### config.mk
export PLATFORM = sky130hd
export DESIGN_NAME = time_window_schedule_select
export DESIGN_NICKNAME = d
export VERILOG_FILES = /design/src/hdl/tws_pkg.sv /design/src/hdl/tws_ctrl.sv /design/src/hdl/tws_dpath.sv /design/src/hdl/time_window_schedule_select.sv
export SDC_FILE = /design/constraint.sdc
export NUM_CORES = 1
export LEC_CHECK = 0
export ABC_AREA = 1
export BUFFER_PORTS_ARGS = -buffer_cell sky130_fd_sc_hd__buf_2
export CORE_ASPECT_RATIO = 1.75
export CORE_MARGIN = 2
export CORE_UTILIZATION = 40
export CTS_CLUSTER_SIZE = 25
export DETAILED_ROUTE_END_ITERATION = 8
export GPL_TIMING_DRIVEN = 1
export PLACE_DENSITY = 0.53
export SYNTH_ARGS = -nofsm -noshare
export SYNTH_HDL_FRONTEND = slang
export SYNTH_SLANG_ARGS = --single-unit
### constraint.sdc
create_clock -name clock -period 5.81 [get_ports clock]
set_input_delay 0.581 -clock clock [delete_from_list [all_inputs] [get_ports clock]]
set_output_delay 0.581 -clock clock [all_outputs]
set_load 0.1 [all_outputs]
### src/hdl/tws_pkg.sv
// ----------------------------------------------------------------------------
// tws_pkg: shared types and constants for the time window schedule select
// Word layouts, table geometry and the command/status bundles that join the
// controller and the datapath.
// ----------------------------------------------------------------------------
`default_nettype none

package tws_pkg;

   // table geometry
   localparam int PROGRAMS = 8;
   localparam int IDX_W    = $clog2(PROGRAMS);
   localparam int CNT_W    = 4;

   // field widths
   localparam int HHMM_W   = 14;
   localparam int MIN_W    = 11;
   localparam int DAY_W    = 16;
   localparam int HOUR_W   = 8;

   // divide by 100 through a reciprocal, exact for every 14-bit value
   localparam int RECIP_W     = 13;
   localparam int RECIP_SHIFT = 19;
   localparam logic [RECIP_W-1:0] HHMM_RECIP = 13'd5243;

   // time limits
   localparam logic [HOUR_W-1:0] HOURS_PER_DAY = 8'd24;
   localparam logic [6:0]        MINS_PER_HOUR = 7'd60;
   localparam logic [6:0]        HHMM_SCALE    = 7'd100;
   localparam logic [2:0]        WEEKDAY_LAST  = 3'd7;

   // function codes
   localparam logic FUNC_WRITE = 1'b0;
   localparam logic FUNC_EVAL  = 1'b1;

   typedef struct packed {
      logic              func;
      logic [2:0]        slot;
      logic              enabled;
      logic [6:0]        day_bits;
      logic [HHMM_W-1:0] open_hhmm;
      logic [HHMM_W-1:0] close_hhmm;
      logic [DAY_W-1:0]  prior_run;
      logic              clock_ok;
      logic [2:0]        weekday;
      logic [MIN_W-1:0]  now_minute;
      logic [DAY_W-1:0]  today_code;
   } req_type;

   typedef struct packed {
      logic             found;
      logic [CNT_W-1:0] program_number;
   } rsp_type;

   // controller to datapath
   typedef struct packed {
      logic load;
      logic store;
      logic advance;
      logic respond;
      logic found;
   } cmd_type;

   // datapath to controller
   typedef struct packed {
      logic req_write;
      logic scan_stop;
      logic due;
   } status_type;

endpackage

`default_nettype wire

### src/hdl/tws_ctrl.sv
// ----------------------------------------------------------------------------
// tws_ctrl: sequencing controller
// Decodes an accepted word, runs the entry store or the one entry
// per cycle table scan, and raises the result strobe.
// ----------------------------------------------------------------------------
`default_nettype none

module tws_ctrl (
   input  wire logic                clock,
   input  wire logic                reset,
   input  wire logic                start,
   output logic                     busy,
   output logic                     rsp_valid,
   output tws_pkg::cmd_type         cmd,
   input  wire tws_pkg::status_type status
);

   typedef enum logic [2:0] {
      ST_IDLE  = 3'b001,
      ST_WRITE = 3'b010,
      ST_SCAN  = 3'b100
   } state_type;

   state_type state_ff, state_in;
   logic      rsp_valid_ff;

   // next state and commands
   always_comb begin
      state_in = state_ff;
      cmd      = '0;
      case (state_ff)
         ST_IDLE: begin
            if (start) begin
               cmd.load = 1'b1;
               state_in = status.req_write ? ST_WRITE : ST_SCAN;
            end
         end
         ST_WRITE: begin
            cmd.store   = 1'b1;
            cmd.respond = 1'b1;
            state_in    = ST_IDLE;
         end
         ST_SCAN: begin
            if (status.scan_stop) begin
               cmd.respond = 1'b1;
               state_in    = ST_IDLE;
            end else if (status.due) begin
               cmd.respond = 1'b1;
               cmd.found   = 1'b1;
               state_in    = ST_IDLE;
            end else begin
               cmd.advance = 1'b1;
            end
         end
         default: begin
            state_in = ST_IDLE;
         end
      endcase
   end

   // state and strobe registers
   always_ff @(posedge clock) begin
      if (reset) begin
         state_ff     <= ST_IDLE;
         rsp_valid_ff <= 1'b0;
      end else begin
         state_ff     <= state_in;
         rsp_valid_ff <= cmd.respond;
      end
   end

   assign busy      = (state_ff != ST_IDLE);
   assign rsp_valid = rsp_valid_ff;

endmodule

`default_nettype wire

### src/hdl/tws_dpath.sv
// ----------------------------------------------------------------------------
// tws_dpath: schedule table datapath
// Holds the count register, the request capture, HHMM to minute conversion,
// the entry table, the scan index, the due test and the result register.
// ----------------------------------------------------------------------------
`default_nettype none

module tws_dpath (
   input  wire logic                 clock,
   input  wire logic                 reset,
   input  wire tws_pkg::req_type     req,
   input  wire logic                 csr_write,
   input  wire logic [tws_pkg::CNT_W-1:0] csr_data,
   input  wire tws_pkg::cmd_type     cmd,
   output tws_pkg::status_type       status,
   output tws_pkg::rsp_type          rsp
);

   typedef struct packed {
      logic [6:0]                 day_bits;
      logic [tws_pkg::MIN_W-1:0]  start_min;
      logic [tws_pkg::MIN_W-1:0]  end_min;
      logic                       end_zero;
      logic [tws_pkg::DAY_W-1:0]  prior_run;
   } entry_type;

   localparam int PROD_W = tws_pkg::HHMM_W + tws_pkg::RECIP_W;

   logic [tws_pkg::CNT_W-1:0]  count_ff;
   tws_pkg::req_type           req_ff;
   logic [tws_pkg::HOUR_W-1:0] start_hour_ff, end_hour_ff;
   logic [PROD_W-1:0]          start_prod, end_prod;
   entry_type                  table_ff [tws_pkg::PROGRAMS];
   logic [tws_pkg::PROGRAMS-1:0] enabled_ff;
   logic [tws_pkg::CNT_W-1:0]  idx_ff;
   tws_pkg::rsp_type           rsp_ff;

   logic [tws_pkg::MIN_W-1:0]  start_min, end_min;
   logic [tws_pkg::CNT_W-1:0]  count_sat;
   entry_type                  cur;
   logic                       cur_enabled;
   logic                       day_ok, window_ok, open_end;
   logic [tws_pkg::MIN_W-1:0]  minute;
   logic [2:0]                 wd_bit;

   // convert a decimal HHMM word to minutes, invalid values give zero
   function automatic logic [tws_pkg::MIN_W-1:0] to_minutes(
      input logic [tws_pkg::HHMM_W-1:0] hhmm,
      input logic [tws_pkg::HOUR_W-1:0] hour
   );
      logic [tws_pkg::HHMM_W-1:0] rem;
      logic [tws_pkg::HHMM_W-1:0] hour_x100;
      logic [tws_pkg::MIN_W-1:0]  total;
      hour_x100 = tws_pkg::HHMM_W'(hour) * tws_pkg::HHMM_W'(tws_pkg::HHMM_SCALE);
      rem       = hhmm - hour_x100;
      total     = tws_pkg::MIN_W'(hour[4:0]) * tws_pkg::MIN_W'(tws_pkg::MINS_PER_HOUR)
                  + tws_pkg::MIN_W'(rem[5:0]);
      if (hour >= tws_pkg::HOURS_PER_DAY ||
          rem >= tws_pkg::HHMM_W'(tws_pkg::MINS_PER_HOUR)) begin
         total = '0;
      end
      return total;
   endfunction

   // configuration register
   always_ff @(posedge clock) begin
      if (reset) begin
         count_ff <= '0;
      end else if (csr_write) begin
         count_ff <= csr_data;
      end
   end

   // capture the word and take the hours by reciprocal multiply
   assign start_prod = PROD_W'(req.open_hhmm) * PROD_W'(tws_pkg::HHMM_RECIP);
   assign end_prod   = PROD_W'(req.close_hhmm) * PROD_W'(tws_pkg::HHMM_RECIP);

   always_ff @(posedge clock) begin
      if (cmd.load) begin
         req_ff        <= req;
         start_hour_ff <= start_prod[tws_pkg::RECIP_SHIFT +: tws_pkg::HOUR_W];
         end_hour_ff   <= end_prod[tws_pkg::RECIP_SHIFT +: tws_pkg::HOUR_W];
      end
   end

   assign start_min = to_minutes(req_ff.open_hhmm, start_hour_ff);
   assign end_min   = to_minutes(req_ff.close_hhmm, end_hour_ff);

   // store one entry; every 3-bit slot lies inside the table
   always_ff @(posedge clock) begin
      if (cmd.store) begin
         table_ff[req_ff.slot[tws_pkg::IDX_W-1:0]] <= '{
            day_bits:  req_ff.day_bits,
            start_min: start_min,
            end_min:   end_min,
            end_zero:  (req_ff.close_hhmm == '0),
            prior_run: req_ff.prior_run
         };
      end
   end

   // entry enables clear at reset so the whole table reads as disabled
   always_ff @(posedge clock) begin
      if (reset) begin
         enabled_ff <= '0;
      end else if (cmd.store) begin
         enabled_ff[req_ff.slot[tws_pkg::IDX_W-1:0]] <= req_ff.enabled;
      end
   end

   // scan index
   always_ff @(posedge clock) begin
      if (reset) begin
         idx_ff <= '0;
      end else if (cmd.load) begin
         idx_ff <= '0;
      end else if (cmd.advance) begin
         idx_ff <= idx_ff + 1'b1;
      end
   end

   // saturate the searched count at the table size
   assign count_sat = (count_ff > tws_pkg::CNT_W'(tws_pkg::PROGRAMS))
                      ? tws_pkg::CNT_W'(tws_pkg::PROGRAMS) : count_ff;

   // due test on the entry under the index
   assign cur         = table_ff[idx_ff[tws_pkg::IDX_W-1:0]];
   assign cur_enabled = enabled_ff[idx_ff[tws_pkg::IDX_W-1:0]];
   assign minute      = req_ff.now_minute;
   assign wd_bit      = req_ff.weekday - 3'd1;
   assign day_ok      = (req_ff.weekday != 3'd0) &&
                        (req_ff.weekday <= tws_pkg::WEEKDAY_LAST) &&
                        cur.day_bits[wd_bit];
   assign open_end    = cur.end_zero || (cur.start_min == cur.end_min);

   always_comb begin
      if (open_end) begin
         window_ok = (minute >= cur.start_min);
      end else if (cur.start_min < cur.end_min) begin
         window_ok = (minute >= cur.start_min) && (minute <= cur.end_min);
      end else begin
         window_ok = (minute >= cur.start_min) || (minute <= cur.end_min);
      end
   end

   assign status.req_write = (req.func == tws_pkg::FUNC_WRITE);
   assign status.scan_stop = !req_ff.clock_ok || (idx_ff >= count_sat);
   assign status.due       = cur_enabled && day_ok && window_ok &&
                             (cur.prior_run != req_ff.today_code);

   // result register
   always_ff @(posedge clock) begin
      if (cmd.respond) begin
         rsp_ff.found          <= cmd.found;
         rsp_ff.program_number <= cmd.found ? idx_ff + 1'b1 : '0;
      end
   end

   assign rsp = rsp_ff;

endmodule

`default_nettype wire

### src/hdl/time_window_schedule_select.sv
// ----------------------------------------------------------------------------
// time_window_schedule_select: top level of the schedule selector
// Joins the controller and the datapath and exposes the command, result and
// configuration ports.
// ----------------------------------------------------------------------------
// Usage: raise start with a request word while busy is low. A write word
// (func 0) is stored in the write state, and the result strobe is registered
// from that state; an evaluate word walks the table one entry per cycle and
// gives its result, registered likewise, once the scan finds a due entry,
// reaches the saturated count or sees clock_ok low. rsp_valid is high for
// exactly one cycle and the receiver cannot stall it, so capture the result
// in that cycle. A new word may be started in the cycle the strobe shows.
// The count register may be written at any time through the csr channel,
// which is always ready; write it only while no word is in flight.
`default_nettype none

module time_window_schedule_select (
   input  wire logic                    clock,
   input  wire logic                    reset,
   input  wire logic                    start,
   output logic                         busy,
   input  wire tws_pkg::req_type        req_data,
   output logic                         rsp_valid,
   output tws_pkg::rsp_type             rsp_data,
   input  wire logic                    csr_valid,
   output logic                         csr_ready,
   input  wire logic [tws_pkg::CNT_W-1:0] csr_data
);

   tws_pkg::cmd_type    cmd;
   tws_pkg::status_type status;

   // the count register is a plain flop, always ready
   assign csr_ready = 1'b1;

   tws_ctrl u_ctrl (
      .clock     (clock),
      .reset     (reset),
      .start     (start),
      .busy      (busy),
      .rsp_valid (rsp_valid),
      .cmd       (cmd),
      .status    (status)
   );

   tws_dpath u_dpath (
      .clock     (clock),
      .reset     (reset),
      .req       (req_data),
      .csr_write (csr_valid & csr_ready),
      .csr_data  (csr_data),
      .cmd       (cmd),
      .status    (status),
      .rsp       (rsp_data)
   );

endmodule

`default_nettype wire

==> results by stage <==
Logic synthesis:
- After synthesis the cells add up to 31000 um^2.
- The number of different library cells in the post-synthesis netlist is 41.
- Yosys mapped a number of flops with a built-in enable equal to 475.
- The gate count after technology mapping is approximately 3000.
- For this run, the register share of the synthesized area comes to 0.475.
- The dominant synthesized flop cell is sky130_fd_sc_hd__edfxtp_1.
- For this run, asynchronously set or reset flops after synthesis account for 0.
- Counting flops and latches in the post-synthesis netlist gives between 400 and 500.
- Yosys printed 0 warnings.
- The post-synthesis net count is 3568.
- The average instance in the mapped netlist occupies 10.4 um^2.

STA:
- The headroom to the max-slew limit is 0.363.
- The number of hold-slack violations in the final timing report is 0.
- Clock skew on the completed layout was measured at around 0.017 ns.
- Setup repair after global routing could not meet its margin everywhere.
- The achievable frequency is between 150 and 200 MHz.
- The part of the cycle the worst path needs is 0.925.
- The number of max-slew violations in the final report came to 0.
- Setup violations remaining at the end of the flow were counted as 0.
- Counting I/O delays and the setup requirement, the final critical path takes 5.37 ns.
- At the pin with the least slew margin, the transition time is 0.953 ns.

Placement:
- The cell area reported after detailed placement is 32700 um^2.
- Port buffering added 101 buffers.
- In this run, placement finished with an instance count of 4059.
- The final estimated routing congestion in global placement is 0.904.
- The HPWL after detailed placement is 52800 um.

Pwr:
- The standby leakage power is 15.4 nW.
- Power spread over the standard cell area amounts to about 520 nW/um^2.
- The maximum VDD drop is 0.352 mV.

GRT:
- Global routing finished with a remaining overflow of 0.
- The number of antenna violations at the first check in global routing is 6.
- The wire length of the first global-routing pass is 119000 um.
- The largest net degree at the start of global routing is 101.
- For this run, the total global-route usage over all layers was measured as 0.191.
- The number of global-route vias before repair was 22000.

Worst setup path:
- The setup check on the worst reg-to-reg path leaves a slack of 0.44 ns.
- The endpoint of the lowest-slack register-to-register path is u_dpath.table_ff[1][24]$_DFFE_PP_.
- The critical path start-end classification is reg2reg.
- For this run, the slowest stage of the critical path takes 0.58 ns.
- The critical path arrival is 5.70 ns.
- The worst-case reg-to-reg path depth is 22.
- The worst setup path is launched from a flip-flop.
- For the worst setup path, the data required time is about 6.1 ns.
- In this design, the largest share of critical-path delay is due to simple AND/OR/NAND/NOR gates.
- The critical path endpoint category is a flip-flop.
- The number of buffers and inverters on the critical path is 3.
- Walking the worst path, the cells encountered are inv_1, ha_1, inv_1, ha_1, fa_1, ha_1, a21oi_1, nand2_1, a21oi_1, o21ai_0, xnor2_1, ha_1, inv_1, nor3_1, nand3_1, nand3_1, nor2_1, nor2_1, nand4_1, nor2_1, nand3_1, nor2_1.
- The critical-path maximum fanout is 11.
- In this run the critical register-to-register path is launched from u_dpath.end_hour_ff[2]$_DFFE_PP_.
- On the critical path, the stage with the largest delay is an instance of sky130_fd_sc_hd__nor2_1.

Clock tree:
- The total of cells resized after clock tree synthesis is 0.
- The number of hold buffers added after cts is 0.
- Counting the buffers created by CTS gives 48.
- The clock passes through at most 3 buffers.
- The tree is rooted in a sky130_fd_sc_hd__clkbuf_16.
- Clock tree synthesis found a total of roughly 500 sinks.
- The buffer count from post-CTS setup fixing is 0.
- The CTS tree is built.
- At the later pin of the worst-skew pair, clock insertion delay measures around 0.60 ns.
- Clock-pin slew was measured on the worst setup and hold paths at 0.07 ns.
- The clock tree synthesis step divided the H-tree into 2 levels.

Layout:
- For this run, the post-layout net count is 3668.
- The commonest non-fill, non-tap cell in the layout is sky130_fd_sc_hd__inv_1.
- The cell area after layout is between 30000 and 40000 um^2.
- The layout overhead on the synthesized area is 10.5%.
- The library cells used most frequently in the layout, excluding fill and tap cells, are 501 x sky130_fd_sc_hd__inv_1, 475 x sky130_fd_sc_hd__edfxtp_1, 472 x sky130_fd_sc_hd__nand2_1.
- The post-route non-filler standard cell count is just over 4000.
- Counting the fill cells in the layout gives 7337.
- The share of cells above drive strength 1 is 0.0708.

Routing:
- The DRC violation count after routing is 0.
- The total length of routed wires is 75600 um.
- Using the TritonRoute via totals, the vias-per-cell ratio works out to 5.03.
- In this run the remaining antenna-violating nets after routing total 0.
- The first TritonRoute pass finished after 5 iterations.
- The detailed router finished its first iteration with just over 1000 violations.
- After detailed routing, the average wire length per cell comes to 18.2 um.
- The total via count in the routed design is 20900.

Floorplan:
- The floorplan step defined a core boundary enclosing 77000 um^2.
- The floorplan has 135 rows.
- For this configuration, the core starts out at a cell density of 0.402.
- The die boundary width is 214 um.
- The die span in y is 372 um.
- just over 100 I/O pins were placed.
- The floorplan step defined a die boundary enclosing 79800 um^2.

Job:
- The count of maximum capacitance violations is 0.

Min path:
- The path class of the tightest hold or removal check is in2reg.
- The startpoint identified for the worst hold timing path is req_data[1].
- Along the worst hold path, the cell count comes to 1.
- The worst hold path terminates at u_dpath.req_ff[1]$_DFFE_PP_.

Run status:
- The flow ran to the end, and the final reports show no timing, DRC or antenna violations.
-- final cells by class --
cell class	instances	area, um^2	area share
flip-flops and latches	498	14700	0.430
multi-input cells	1902	14000	0.410
inverters	505	1900	0.0554
well taps	1027	1280	0.0375
clock buffers	57	1260	0.0367
repair buffers	127	726	0.0212
clock inverters	31	303	0.00884
diodes	1	2.50	0.0000731
-- synth_stat cells, drive strengths merged, types with 10 or more instances --
| cell | instances | share of area |
|---|---|---|
| a21oi | 104 | 0.017 |
| a31oi | 10 | 0.0020 |
| buf | 39 | 0.0079 |
| clkbuf | 38 | 0.0046 |
| dfxtp | 23 | 0.015 |
| edfxtp | 475 | 0.46 |
| fa | 150 | 0.097 |
| ha | 341 | 0.14 |
| inv | 505 | 0.061 |
| nand2 | 473 | 0.058 |
| nand3 | 170 | 0.028 |
| nand3b | 10 | 0.0024 |
| nand4 | 21 | 0.0042 |
| nor2 | 249 | 0.030 |
| nor3 | 19 | 0.0031 |
| o211ai | 16 | 0.0039 |
| o21ai | 185 | 0.030 |
| o221ai | 11 | 0.0031 |
| o22ai | 34 | 0.0069 |
| xnor2 | 25 | 0.0071 |
| xor2 | 46 | 0.013 |
-- how the worst max path moves through the flow --
stage | startpoint | to | slack [ns] | cells past startpoint
floorplan | u_ctrl.state_ff[2]$_SDFFE_PP0P_ | flip-flop | 1.34 | 6
global placement | u_dpath.end_hour_ff[2]$_DFFE_PP_ | u_dpath.table_ff[4][21]$_DFFE_PP_ | 0.52 | 22
detailed placement | u_dpath.end_hour_ff[2]$_DFFE_PP_ | u_dpath.table_ff[4][21]$_DFFE_PP_ | 0.44 | 22
CTS | u_dpath.end_hour_ff[2]$_DFFE_PP_ | u_dpath.table_ff[1][21]$_DFFE_PP_ | 0.40 | 22
global route | u_dpath.end_hour_ff[2]$_DFFE_PP_ | u_dpath.table_ff[7][21]$_DFFE_PP_ | -0.12 | 22
finish | u_dpath.end_hour_ff[2]$_DFFE_PP_ | u_dpath.table_ff[1][24]$_DFFE_PP_ | 0.44 | 22
-- cells by family (layout without fill, tap and decap cells) --
logic type      after synthesis  in the layout  synth area share
xor+xnor                     71             71            0.0201
buf+inv                     582            720            0.0737
simple gates                956            956             0.128
flops                       498            498             0.475
other cells                   1              2          0.000121
compound gates              383            383            0.0683
fa+ha+maj                   491            491             0.235
-- state kept, by name, summed over array words and instances, names as in the netlist, 5 cells and up, named ones only --
name	count
u_dpath.enabled_ff	8
u_dpath.end_hour_ff	8
u_dpath.minute	11
u_dpath.req_ff	75
u_dpath.rsp	5
u_dpath.start_hour_ff	8
u_dpath.table_ff	368
-- stage by stage --
step	hold slack (ns)	utilization	TNS, ns	worst slack, ns	power (W)
after floorplan	0.446	-	0	1.34	0.0123
after CTS	0.107	0.445	0	0.396	0.0181
after global routing	0.120	0.445	-5.25	-0.117	0.0197
after detailed placement	0.467	0.424	0	0.441	0.0148
after global placement	0.459	0.424	0	0.519	0.0147
final	0.145	0.445	0	0.435	0.0179
-- routing by layer --
layer  up-vias  global-route usage  wire length (um)
met5         -                   0                72
met4        12              0.0700              2570
met3       139              0.0244              2640
met2       385               0.376             41000
met1     10200               0.209             29300
li1      10200                   -                 -
-- report_power, final --
group	leakage, nW	internal (W)	switching, W
clock network	0.766	0.00178	0.00139
logic	9.61	0.00404	0.00644
registers	4.99	0.00409	0.000163
total	15.4	0.00991	0.00799
No activity file was read; power rests on OpenSTA's default activity.
